--- config.mk ---
export PLATFORM = sky130hd
export DESIGN_NAME = ruby_definition_tagger_unit
export DESIGN_NICKNAME = d
export VERILOG_FILES = /design/src/sv/rdt_pkg.sv /design/src/sv/rdt_scanner.sv /design/src/sv/rdt_queue.sv /design/src/sv/rdt_emitter.sv /design/src/sv/ruby_definition_tagger_unit.sv
export SDC_FILE = /design/constraint.sdc
export NUM_CORES = 1
export LEC_CHECK = 0
export ABC_AREA = 1
export BUFFER_PORTS_ARGS = -buffer_cell sky130_fd_sc_hd__clkbuf_2
export CORE_MARGIN = 5
export CORE_UTILIZATION = 45
export DETAILED_ROUTE_END_ITERATION = 7
export GPL_TIMING_DRIVEN = 0
export HOLD_SLACK_MARGIN = 0.12
export MAX_ROUTING_LAYER = met4
export PLACE_DENSITY = 0.72
export SLEW_MARGIN = 20
export SYNTH_ARGS = -nofsm -noshare
export SYNTH_HDL_FRONTEND = slang
export SYNTH_SLANG_ARGS = --single-unit
--- constraint.sdc ---
create_clock -name aclk -period 5.5 [get_ports aclk]
set_clock_uncertainty 0.2 [all_clocks]
set_input_delay 0.55 -clock aclk [delete_from_list [all_inputs] [get_ports aclk]]
set_output_delay 0.55 -clock aclk [all_outputs]
set_load 0.01 [all_outputs]
--- src/sv/rdt_pkg.sv ---
// ============================================================================
// rdt_pkg - shared types and constants for the definition tagger
// Item kinds, scanner modes, queue sizing and the keyword classifier.
// ============================================================================
package rdt_pkg;

    // Longest identifier before it is closed
    localparam int MAX_TOKEN    = 128;
    // Number of identifier characters kept for keyword matching
    localparam int PREFIX_DEPTH = 6;
    localparam int PREFIX_IDX_W = $clog2(PREFIX_DEPTH);

    localparam int LINE_W         = 24;
    localparam logic [LINE_W-1:0] LINE_MAX = '1;

    // Result word layout
    localparam int KIND_W   = 3;
    localparam int CHAR_W   = 8;
    localparam int M_DATA_W = ((KIND_W + CHAR_W + LINE_W + 7) / 8) * 8;
    localparam int M_PAD_W  = M_DATA_W - (KIND_W + CHAR_W + LINE_W);

    // Decoupling queue between scanner and emitter
    localparam int QDEPTH  = 4;
    localparam int QPTR_W  = $clog2(QDEPTH);
    localparam int QCNT_W  = $clog2(QDEPTH + 1);

    typedef enum logic [KIND_W-1:0] {
        KIND_CHAR    = 3'd0,
        KIND_CLASS   = 3'd1,
        KIND_MODULE  = 3'd2,
        KIND_METHOD  = 3'd3,
        KIND_REF     = 3'd4,
        KIND_DROPPED = 3'd5
    } kind_t;

    // Scanner mode, one-hot
    typedef enum logic [6:0] {
        MODE_NORMAL  = 7'b0000001,
        MODE_IDENT   = 7'b0000010,
        MODE_DQUOTE  = 7'b0000100,
        MODE_SQUOTE  = 7'b0001000,
        MODE_COMMENT = 7'b0010000,
        MODE_PAREN   = 7'b0100000,
        MODE_BRACKET = 7'b1000000
    } mode_t;

    typedef enum logic [2:0] {
        ROLE_NONE,
        ROLE_DROP,
        ROLE_CLASS,
        ROLE_MODULE,
        ROLE_DEF
    } role_t;

    // First characters of the identifier, entry 0 in the top bits
    typedef logic [0:PREFIX_DEPTH-1][7:0] prefix_t;

    // Everything one input byte produces: optional char, optional verdict
    typedef struct packed {
        logic              has_char;
        logic [CHAR_W-1:0] char_val;
        logic              has_verdict;
        kind_t             verdict_kind;
        logic [LINE_W-1:0] line;
    } packet_t;

    // Keyword lookup on the stored prefix and the identifier length
    function automatic role_t kw_role(input logic [7:0] len, input prefix_t p);
        role_t r;
        r = ROLE_NONE;
        if ((len == 8'd5 && p[0:4] == "while") ||
            (len == 8'd3 && p[0:2] == "end")   ||
            (len == 8'd4 && p[0:3] == "case")  ||
            (len == 8'd3 && p[0:2] == "for")   ||
            (len == 8'd2 && p[0:1] == "if")    ||
            (len == 8'd4 && p[0:3] == "else")  ||
            (len == 8'd5 && p[0:4] == "elsif"))
            r = ROLE_DROP;
        else if (len == 8'd5 && p[0:4] == "class")
            r = ROLE_CLASS;
        else if (len == 8'd6 && p[0:5] == "module")
            r = ROLE_MODULE;
        else if (len == 8'd3 && p[0:2] == "def")
            r = ROLE_DEF;
        return r;
    endfunction

endpackage

--- src/sv/rdt_scanner.sv ---
// ============================================================================
// rdt_scanner - front end: byte classification and identifier tracking
// Handles one byte per cycle while in_fire is high and forms at most one packet of results per byte.
// ============================================================================
module rdt_scanner import rdt_pkg::*; (
    input  logic              aclk,
    input  logic              aresetn,
    input  logic              in_fire,
    input  logic [7:0]        in_byte,
    input  logic              in_eot,
    output packet_t           pkt,
    output logic              pkt_push
);

    mode_t             mode_reg, mode_next;
    logic [LINE_W-1:0] line_reg, line_next;
    logic [7:0]        len_reg, len_next;
    prefix_t           prefix_reg, prefix_next;
    logic              pend_class_reg, pend_class_next;
    logic              pend_module_reg, pend_module_next;
    logic              pend_method_reg, pend_method_next;

    logic       is_alpha, is_digit, is_idch, is_nl;
    logic [7:0] len_inc;
    prefix_t    prefix_wr, prefix_start;
    logic       ident_char;
    logic [7:0] vlen;
    prefix_t    vprefix;
    role_t      role;
    logic       emit_char, emit_verdict, do_normal, bump;
    kind_t      verdict_kind;

    // Character classes
    assign is_alpha = (in_byte >= "a" && in_byte <= "z") || (in_byte >= "A" && in_byte <= "Z");
    assign is_digit = (in_byte >= "0" && in_byte <= "9");
    assign is_idch  = is_alpha || is_digit || (in_byte == "_");
    assign is_nl    = (in_byte == 8'h0A);

    assign len_inc    = len_reg + 8'd1;
    assign ident_char = !in_eot && (mode_reg == MODE_IDENT) && is_idch;

    // Prefix with the incoming char written at the current length
    always_comb begin
        prefix_wr = prefix_reg;
        if (len_reg < 8'(PREFIX_DEPTH)) begin
            prefix_wr[len_reg[PREFIX_IDX_W-1:0]] = in_byte;
        end
        prefix_start    = prefix_reg;
        prefix_start[0] = in_byte;
    end

    // Keyword match sees the identifier including a char of this cycle
    assign vlen    = ident_char ? len_inc : len_reg;
    assign vprefix = ident_char ? prefix_wr : prefix_reg;
    assign role    = kw_role(vlen, vprefix);

    // Next state
    always_comb begin
        mode_next        = mode_reg;
        line_next        = line_reg;
        len_next         = len_reg;
        prefix_next      = prefix_reg;
        pend_class_next  = pend_class_reg;
        pend_module_next = pend_module_reg;
        pend_method_next = pend_method_reg;
        emit_char        = 1'b0;
        emit_verdict     = 1'b0;
        do_normal        = 1'b0;
        bump             = 1'b0;
        verdict_kind     = KIND_REF;

        if (in_fire) begin
            if (in_eot) begin
                emit_verdict = (mode_reg == MODE_IDENT);
            end else begin
                unique case (mode_reg)
                    MODE_IDENT: begin
                        if (is_idch) begin
                            emit_char   = 1'b1;
                            len_next    = len_inc;
                            prefix_next = prefix_wr;
                            if (len_inc >= 8'(MAX_TOKEN)) emit_verdict = 1'b1;
                        end else begin
                            emit_verdict = 1'b1;
                            do_normal    = 1'b1;
                        end
                    end
                    MODE_DQUOTE: begin
                        bump = is_nl;
                        if (in_byte == 8'h22) mode_next = MODE_NORMAL;
                    end
                    MODE_SQUOTE: begin
                        bump = is_nl;
                        if (in_byte == 8'h27) mode_next = MODE_NORMAL;
                    end
                    MODE_COMMENT: begin
                        if (is_nl) begin
                            bump      = 1'b1;
                            mode_next = MODE_NORMAL;
                        end
                    end
                    MODE_PAREN: begin
                        bump = is_nl;
                        if (in_byte == ")") mode_next = MODE_NORMAL;
                    end
                    MODE_BRACKET: begin
                        bump = is_nl;
                        if (in_byte == "]") mode_next = MODE_NORMAL;
                    end
                    default: do_normal = 1'b1;
                endcase
            end
        end

        // Verdict closes the identifier and settles the pending flags
        if (emit_verdict) begin
            len_next  = 8'd0;
            mode_next = MODE_NORMAL;
            if (role != ROLE_NONE) begin
                verdict_kind = KIND_DROPPED;
                if (role == ROLE_CLASS)  pend_class_next  = 1'b1;
                if (role == ROLE_MODULE) pend_module_next = 1'b1;
                if (role == ROLE_DEF)    pend_method_next = 1'b1;
            end else if (pend_class_reg) begin
                verdict_kind    = KIND_CLASS;
                pend_class_next = 1'b0;
            end else if (pend_module_reg) begin
                verdict_kind     = KIND_MODULE;
                pend_module_next = 1'b0;
            end else if (pend_method_reg) begin
                verdict_kind     = KIND_METHOD;
                pend_method_next = 1'b0;
            end
        end

        // Plain text scanning; an identifier start only occurs from normal mode
        if (do_normal) begin
            if (is_nl) begin
                bump = 1'b1;
            end else if (in_byte == 8'h22) begin
                mode_next = MODE_DQUOTE;
            end else if (in_byte == 8'h27) begin
                mode_next = MODE_SQUOTE;
            end else if (in_byte == "#") begin
                mode_next = MODE_COMMENT;
            end else if (in_byte == "(") begin
                mode_next = MODE_PAREN;
            end else if (in_byte == "[") begin
                mode_next = MODE_BRACKET;
            end else if (is_alpha || in_byte == "_") begin
                emit_char   = 1'b1;
                len_next    = 8'd1;
                prefix_next = prefix_start;
                mode_next   = MODE_IDENT;
            end
        end

        // Saturating line counter
        if (bump && line_reg != LINE_MAX) line_next = line_reg + 1'b1;

        // End of text returns to the reset state
        if (in_fire && in_eot) begin
            mode_next        = MODE_NORMAL;
            line_next        = LINE_W'(1);
            len_next         = 8'd0;
            pend_class_next  = 1'b0;
            pend_module_next = 1'b0;
            pend_method_next = 1'b0;
        end
    end

    // Packet toward the queue; both results of a byte share the current line
    always_comb begin
        pkt.has_char     = emit_char;
        pkt.char_val     = in_byte;
        pkt.has_verdict  = emit_verdict;
        pkt.verdict_kind = verdict_kind;
        pkt.line         = line_reg;
    end
    assign pkt_push = in_fire && (emit_char || emit_verdict);

    // Control state
    always_ff @(posedge aclk) begin
        if (!aresetn) begin
            mode_reg        <= MODE_NORMAL;
            line_reg        <= LINE_W'(1);
            len_reg         <= 8'd0;
            pend_class_reg  <= 1'b0;
            pend_module_reg <= 1'b0;
            pend_method_reg <= 1'b0;
        end else begin
            mode_reg        <= mode_next;
            line_reg        <= line_next;
            len_reg         <= len_next;
            pend_class_reg  <= pend_class_next;
            pend_module_reg <= pend_module_next;
            pend_method_reg <= pend_method_next;
        end
    end

    // Prefix bytes need no reset
    always_ff @(posedge aclk) begin
        prefix_reg <= prefix_next;
    end

`ifndef ASSERT_OFF
    // Line counter never reaches zero
    a_line_nonzero: assert property (@(posedge aclk) disable iff (!aresetn)
        line_reg != '0) else $error("line counter is zero");

    // Identifier length stays below the cutoff
    a_len_bound: assert property (@(posedge aclk) disable iff (!aresetn)
        len_reg < 8'(MAX_TOKEN)) else $error("identifier length overran");

    // Outside an identifier no length is held
    a_len_idle: assert property (@(posedge aclk) disable iff (!aresetn)
        mode_reg != MODE_IDENT |-> len_reg == 8'd0)
        else $error("length held outside identifier");
`endif

endmodule

--- src/sv/rdt_queue.sv ---
// ============================================================================
// rdt_queue - short packet queue between scanner and emitter
// Register based FIFO; head entry is read from the register array.
// ============================================================================
module rdt_queue import rdt_pkg::*; (
    input  logic    aclk,
    input  logic    aresetn,
    input  logic    push,
    input  packet_t push_pkt,
    input  logic    pop,
    output packet_t head_pkt,
    output logic    head_valid,
    output logic    full
);

    packet_t           mem_reg [QDEPTH];
    logic [QPTR_W-1:0] wr_ptr_reg, wr_ptr_next;
    logic [QPTR_W-1:0] rd_ptr_reg, rd_ptr_next;
    logic [QCNT_W-1:0] count_reg, count_next;
    logic              do_push, do_pop;

    assign full       = (count_reg == QCNT_W'(QDEPTH));
    assign head_valid = (count_reg != '0);
    assign head_pkt   = mem_reg[rd_ptr_reg];
    assign do_push    = push && !full;
    assign do_pop     = pop && head_valid;

    // Pointer and count update
    always_comb begin
        wr_ptr_next = wr_ptr_reg;
        rd_ptr_next = rd_ptr_reg;
        count_next  = count_reg;
        if (do_push) wr_ptr_next = (wr_ptr_reg == QPTR_W'(QDEPTH - 1)) ? '0 : wr_ptr_reg + 1'b1;
        if (do_pop)  rd_ptr_next = (rd_ptr_reg == QPTR_W'(QDEPTH - 1)) ? '0 : rd_ptr_reg + 1'b1;
        if (do_push && !do_pop) count_next = count_reg + 1'b1;
        if (!do_push && do_pop) count_next = count_reg - 1'b1;
    end

    always_ff @(posedge aclk) begin
        if (!aresetn) begin
            wr_ptr_reg <= '0;
            rd_ptr_reg <= '0;
            count_reg  <= '0;
        end else begin
            wr_ptr_reg <= wr_ptr_next;
            rd_ptr_reg <= rd_ptr_next;
            count_reg  <= count_next;
        end
    end

    // Storage
    always_ff @(posedge aclk) begin
        if (do_push) mem_reg[wr_ptr_reg] <= push_pkt;
    end

`ifndef ASSERT_OFF
    // Fill level stays within depth
    a_count_bound: assert property (@(posedge aclk) disable iff (!aresetn)
        count_reg <= QCNT_W'(QDEPTH)) else $error("queue overfilled");

    // A lone push raises the fill level by one
    a_count_push: assert property (@(posedge aclk) disable iff (!aresetn)
        do_push && !do_pop |=> count_reg == $past(count_reg) + 1'b1)
        else $error("queue count did not track push");
`endif

endmodule

--- src/sv/rdt_emitter.sv ---
// ============================================================================
// rdt_emitter - back end: turns queued packets into result words
// A packet yields its char word, then its verdict word, each if present, one per handshake.
// ============================================================================
module rdt_emitter import rdt_pkg::*; (
    input  logic                aclk,
    input  logic                aresetn,
    input  packet_t             head_pkt,
    input  logic                head_valid,
    output logic                pop,
    output logic                m_tvalid,
    input  logic                m_tready,
    output logic [M_DATA_W-1:0] m_tdata,
    output logic                m_tlast
);

    // Set once the char of a two-word packet has gone out
    logic  phase_reg, phase_next;
    logic  show_char, fire;
    kind_t kind;

    assign show_char = head_pkt.has_char && !phase_reg;
    assign kind      = show_char ? KIND_CHAR : head_pkt.verdict_kind;
    assign fire      = m_tvalid && m_tready;
    assign pop       = fire && (!show_char || !head_pkt.has_verdict);

    assign m_tvalid = head_valid;
    assign m_tlast  = !show_char;
    assign m_tdata  = {{M_PAD_W{1'b0}}, head_pkt.line,
                       show_char ? head_pkt.char_val : 8'h00, kind};

    always_comb begin
        phase_next = phase_reg;
        if (pop)       phase_next = 1'b0;
        else if (fire) phase_next = 1'b1;
    end

    always_ff @(posedge aclk) begin
        if (!aresetn) phase_reg <= 1'b0;
        else          phase_reg <= phase_next;
    end

`ifndef ASSERT_OFF
    // Second phase only while a packet with a verdict waits
    a_phase_head: assert property (@(posedge aclk) disable iff (!aresetn)
        phase_reg |-> head_valid && head_pkt.has_char && head_pkt.has_verdict)
        else $error("verdict phase without matching packet");
`endif

endmodule

--- src/sv/ruby_definition_tagger_unit.sv ---
// ============================================================================
// ruby_definition_tagger_unit - identifier and definition tagger, top level
// Scanner front end, packet queue and word emitter joined by stream ports.
// ============================================================================
// Path: a result word is offered from the packet queue, which registers the packet of its byte.
// Throughput: one byte per cycle while the four-entry packet queue has room;
//   a byte that yields a char and a verdict gives two output words.
// Reset: synchronous, active low; clears mode, line count (to one), length,
//   pending flags and the queue at once; the prefix bytes are not reset.
module ruby_definition_tagger_unit import rdt_pkg::*; (
    input  logic                aclk,
    input  logic                aresetn,
    // slave side
    input  logic                s_tvalid,
    output logic                s_tready,
    input  logic [7:0]          s_tdata,   // [7:0] text_byte
    input  logic                s_tlast,   // end_of_text
    // master side
    output logic                m_tvalid,
    input  logic                m_tready,
    output logic [M_DATA_W-1:0] m_tdata,   // [2:0] item_kind, [10:3] token_char,
                                           // [34:11] line_number, rest zero
    output logic                m_tlast    // run_last
);

    packet_t pkt, head_pkt;
    logic    pkt_push, q_full, head_valid, pop, in_fire;

    assign s_tready = !q_full;
    assign in_fire  = s_tvalid && s_tready;

    rdt_scanner u_scanner (
        .aclk     (aclk),
        .aresetn  (aresetn),
        .in_fire  (in_fire),
        .in_byte  (s_tdata),
        .in_eot   (s_tlast),
        .pkt      (pkt),
        .pkt_push (pkt_push)
    );

    rdt_queue u_queue (
        .aclk       (aclk),
        .aresetn    (aresetn),
        .push       (pkt_push),
        .push_pkt   (pkt),
        .pop        (pop),
        .head_pkt   (head_pkt),
        .head_valid (head_valid),
        .full       (q_full)
    );

    rdt_emitter u_emitter (
        .aclk       (aclk),
        .aresetn    (aresetn),
        .head_pkt   (head_pkt),
        .head_valid (head_valid),
        .pop        (pop),
        .m_tvalid   (m_tvalid),
        .m_tready   (m_tready),
        .m_tdata    (m_tdata),
        .m_tlast    (m_tlast)
    );

endmodule
# ---- After elaboration in Yosys (flattened, before gate mapping)
# Memory sizes are Yosys's and may differ from the RTL's. A register that Yosys moved wholly into a read port is not among the register bits.
# Cells that the tools add are included.
dict set report word_totals {
  regBits 98
  mem_bits_rw 148
  inputBits 13
  memories 1
}
# memory words word_bits rd rd_ports_with_merged_regs wr line_no
set memory_table {}
lappend memory_table {u_queue.mem_reg 4 37 1 1 1 rdt_queue.sv:16} ;# packet_t mem_reg [QDEPTH];
dict set report op_classes {
  n_addsub 6
  order_cmp 10
  eq_ne 43
  mux 103
  bitwise_logic 2
  reduce_logical 56
}
# op count
set op_table {}
lappend op_table {{$mux 48} 14}
lappend op_table {{$mux 8} 16}
lappend op_table {{$eq 40x39->1 const B} 3}
lappend op_table {{$mux 7} 16}
lappend op_table {{$eq 24x23->1 const B} 3}
lappend op_table {{$eq 32x31->1 const B} 2}
lappend op_table {{$bwmux 48} 1}
lappend op_table {{$eq 48x47->1 const B} 1}
lappend op_table {{$eq 8x6->1 const B} 5}
lappend op_table {{$mux 1} 36}
lappend op_table {{$mux 3} 12}
lappend op_table {{$pmux 7 s5} 1}
lappend op_table {{$logic_and 1x1->1} 27}
lappend op_table {{$add 24x1->24 const B} 1}
lappend op_table {{$demux 8 s3} 1}
lappend op_table {{$eq 8x3->1 const B} 3}
lappend op_table {{$eq 8x7->1 const B} 3}
lappend op_table {{$ne 24x24->1 const B} 1}
lappend op_table {{$eq 16x15->1 const B} 1}
lappend op_table {{$eq 8x2->1 const B} 2}
lappend op_table {{$ge 8x7->1 const B} 2}
lappend op_table {{$le 8x7->1 const B} 2}
lappend op_table {{$logic_or 1x1->1} 12}
lappend op_table {{$ne 2x2->1 const B} 5}
lappend op_table {{other kinds (34)} 50}

# ---- Longest topological paths before layout
dict set report depth {
  depth_word 23
  mapped_depth 27
  depth_no_buf 25
}

# ---- Modules after synthesis
# A second synthesis with hierarchy kept.
dict set report unflattened {
  hier_cells 1902
  area_unflattened_um2 14617.8
}
# module instances cells_per_inst area_per_inst_um2
set modules_own_cells {}
lappend modules_own_cells {rdt_scanner 1 1407 8235.4}
lappend modules_own_cells {rdt_queue 1 426 5982.0}
lappend modules_own_cells {rdt_emitter 1 66 386.6}
lappend modules_own_cells {ruby_definition_tagger_unit 1 3 13.8}

# ---- Least setup slack after synthesis
# No wires, ideal clock.
dict set report synth_path {
  path_type {input port to flip-flop}
  start {input port s_tdata[4]}
  end {memory u_queue.mem_reg[0][0] (netlist bit), enable pin}
  setup_ns 0.392
  arrival_time_ns 3.138
  required_time_ns 4.908
  slack_ns 1.771
  cell_stages 17
  cell_sequence {buf_2 inv_1 nand3_1 nand3_2 nand3_4 buf_2 nand2_1 inv_1 nor2_1 nand3_1 nor2_1 inv_2 nand2_1 nor2_1 inv_2 nand2_1 inv_1}
}
# item line_no
set synth_lines {}
lappend synth_lines {{start, declared} ruby_definition_tagger_unit.sv:16} ;# input logic [7:0] s_tdata,
lappend synth_lines {{end, declared} rdt_queue.sv:16}

==> results by group <==
Setup path
  • WP data required: around 5.6 ns
  • CP max stage cell: nor2_1
  • CP max stage delay: ~0.64 ns
  • Most frequent CP cell: nand2_1
  • Arrival time at the worst endpoint: 4.88 ns
  • Worst setup EP type: flop
  • CP delay by family, top: buffers and inverters
  • CP cell instances: dlygate4sd3_1, clkbuf_2, buf_2, inv_2, nand2_1, nand2_1, nand3_2, nand3_4, buf_2, nand2_1, inv_1, nor2_1, nand3_1, nor2_1, inv_2, nand2_1, nor2_1, inv_2, nand2_1, inv_2, buf_12
  • Setup crit start kind: input pin
  • Worst Path Buf+Inv: 10
  • CP Max Fanout: 29
  • Flop-to-flop setup slack: roughly 1.3 ns
  • WS Path Type: input pin to flop

Logic synthesis
  • Post-synthesis sequential area ratio: 0.489
  • Post-synth ARST share: 0
  • Gate Count Post-Synth: ~1800
  • Top_reg_cell synth: edfxtp_1
  • Yosys top cell by area: edfxtp_1
  • Post-synth EDFFs: around 190
  • #FFs+latches synth: around 250
  • Share of the synthesized area in the top cell type: 0.403
  • Unique masters post-synth: 52
  • Avg Synthesized Cell Area: around 7.7 sq um
  • Yosys warnings: 0
  • Synth top area cells: edfxtp_1, nand2_1, dfxtp_1
  • Cell Area, Synth: 14000 sq um

Timing
  • Final setup fails: 0
  • Relative slew slack: 0.426
  • Least-Margin Pin Slew: approximately 0.86 ns
  • RSZ-0062 raised after global routing: false
  • Final Max Tran Viols: 0
  • Final Cycle Share: 0.879
  • F_max: 207 MHz
  • Hold_ws: 0.234 ns
  • Final hold violation count: 0
  • Min cycle time layout: around 4.8 ns

Global routing
  • Vias in the first global route: 12300
  • Antenna violations before repair: 1
  • First-pass GRT wire length: about 67 mm
  • Total gr overflow: 0
  • Largest net degree at the start of global routing: 50
  • Total GRT Usage: 0.243

Clock network
  • Clock Path Buffers: 3
  • Postcts setup bufs: 0
  • Number of clock sinks: ~250
  • H-tree depth: 1
  • TritonCTS clock tree: built
  • Clock root buffer: clkbuf_16
  • Reg clk slew, reported paths: approximately 0.06 ns
  • PostCTS Resize Cnt: 0
  • Inserted Clock Buffers: 28
  • Clk Latency, worst-skew pair: around 0.57 ns

Drt
  • Post-DR vias/cell: between 5 and 6
  • Vias: 13000
  • Total detailed-routing wirelength: approximately 43 mm
  • First-pass DRT Iterations: 7
  • DR iter-0 viols: ~1300
  • DR WL/cell: around 18 microns
  • Detail Route Antenna Nets: 0
  • DRC Markers: 0

Final layout
  • Synth-to-Final Area Change: 13.0%
  • Layout cells sized above 1: 0.0950
  • Nets: approximately 1900
  • Max reg flops: approximately 150

Die
  • Starting density of the core: 0.457
  • Placeable Area: 30700 sq um
  • FP Rows: 64
  • I/O pin count: between 50 and 60
  • Die height: ~190 microns
  • Die X: ~190 microns
  • Full die area: between 30000 and 40000 sq um

Pwr
  • LEAKAGE: about 6.7 nW
  • VDD IR max: 284 uV
  • Total design power: between 4 and 5 mW
  • Power density cells: between 300 and 400 nW/um^2

Placed design
  • Final HPWL DP: 30.6 mm
  • Input/output buffers: 50
  • Routability Congestion: 0.971

Hold path
  • Worst Hold Class: input pin to flop

Run
  • Max Cap Viol: 0

Run status
  • Outcome: finished clean
synth_stat cells, types with 11 or more instances:
| cell | n |
|---|---|
| nand3_1 | 125 |
| a211oi_1 | 15 |
| nor4_1 | 12 |
| o211ai_1 | 13 |
| nor2_1 | 251 |
| nor3_1 | 33 |
| nand4_1 | 30 |
| inv_1 | 184 |
| buf_4 | 11 |
| o21ai_0 | 151 |
| nand2_1 | 505 |
| a21oi_1 | 46 |
| o22ai_1 | 29 |
| clkbuf_1 | 42 |
| dfxtp_1 | 60 |
| edfxtp_1 | 188 |
| buf_2 | 22 |
logic make-up after synthesis:
logic type,synth area share
simple gates,0.299
compound gates,0.115
buf+inv,0.0823
flops,0.489
xor+xnor,0.00688
fa+ha+maj,0.00857
other cells,0.000268
cell usage in the layout, fill, tap and decap left out, types with 4 or more instances in the layout:
| cell type | netlist | final |
|---|---|---|
| edfxtp_1 | 188 | 188 |
| ha_1 | 8 | 8 |
| o31ai_1 | 4 | 4 |
| nor4_1 | 12 | 12 |
| o21a_1 | 4 | 4 |
| inv_1 | 184 | 180 |
| nand2_2 | 5 | 5 |
| a211oi_1 | 15 | 15 |
| a21oi_1 | 46 | 46 |
| buf_4 | 11 | 12 |
| dfxtp_1 | 60 | 60 |
| inv_2 | 8 | 12 |
| nor2_2 | 9 | 9 |
| xor2_1 | 10 | 10 |
| conb_1 | 1 | 5 |
| nor3_1 | 33 | 33 |
| nor2_1 | 251 | 251 |
| clkbuf_16 | 0 | 29 |
| dlygate4sd3_1 | 0 | 5 |
| nand4_1 | 30 | 30 |
| o211ai_1 | 13 | 13 |
| nand3_2 | 6 | 6 |
| buf_6 | 6 | 6 |
| buf_12 | 0 | 4 |
| nand3_1 | 125 | 125 |
| clkinv_1 | 3 | 4 |
| o22ai_1 | 29 | 29 |
| o21ai_0 | 151 | 151 |
| o21ai_1 | 7 | 7 |
| nand2_1 | 505 | 505 |
| buf_2 | 22 | 21 |
| clkbuf_2 | 0 | 50 |
| clkbuf_1 | 42 | 51 |
power breakdown:
part           internal, mW  switching, mW  total (mW)  leakage, nW
Sequential             2.12         0.0689        2.19         2.22
Clock                  1.06          0.794        1.85        0.445
Combinational         0.289          0.662       0.951         4.03
final timing paths:
| kind | startpoint | to | cells past startpoint |
|---|---|---|---|
| min | s_tdata[5] | u_queue.mem_reg[0][33] | 1 |
| max reg2reg | u_scanner.mode_reg[6] | u_queue.mem_reg[3][16] | 14 |
| min reg2reg | u_scanner.mode_reg[1] | u_scanner.mode_reg[1] | 2 |
| max | s_tdata[2] | u_queue.mem_reg[3][16] | 21 |
timing repair:
item,in CTS,in global routing
hold buffers,5,0
hold endpoints to repair,17,0
setup endpoints to repair,0,0
routing by layer:
layer | wire (microns) | global-route usage | vias up
li1 | - | - | 6267
met1 | 17800 | 0.311 | 6063
met2 | 19400 | 0.384 | 564
met3 | 3620 | 0.0435 | 119
met4 | 1780 | 0.0989 | 0
met5 | 0 | - | -
final cells by class:
type	count	area [sq um]
antenna	1	2.50
buffer	82	424
clock buffer	40	787
clock inverter	12	134
fill	2908	14800
inverter	195	732
multi-input combinational	1300	6030
sequential	248	6850
tap	396	495
timing repair buffer	59	380
metrics by stage:
stage / cells / cell area, sq um / setup TNS, ns / worst slack (ns) / utilization
final: 2333 / 15800 / 0 / 0.667 / 0.516
after global routing: 2333 / 15800 / 0 / 0.389 / 0.516
after CTS: 2332 / 15800 / 0 / 0.787 / 0.516
after detailed placement: 2275 / 14900 / 0 / 0.740 / 0.484
after global placement: 2271 / 14800 / -8.16 / -0.100 / 0.482
after floorplan: 1825 / 14000 / 0 / 1.77 / -
Note: power is estimated with default switching activity, not from simulation.
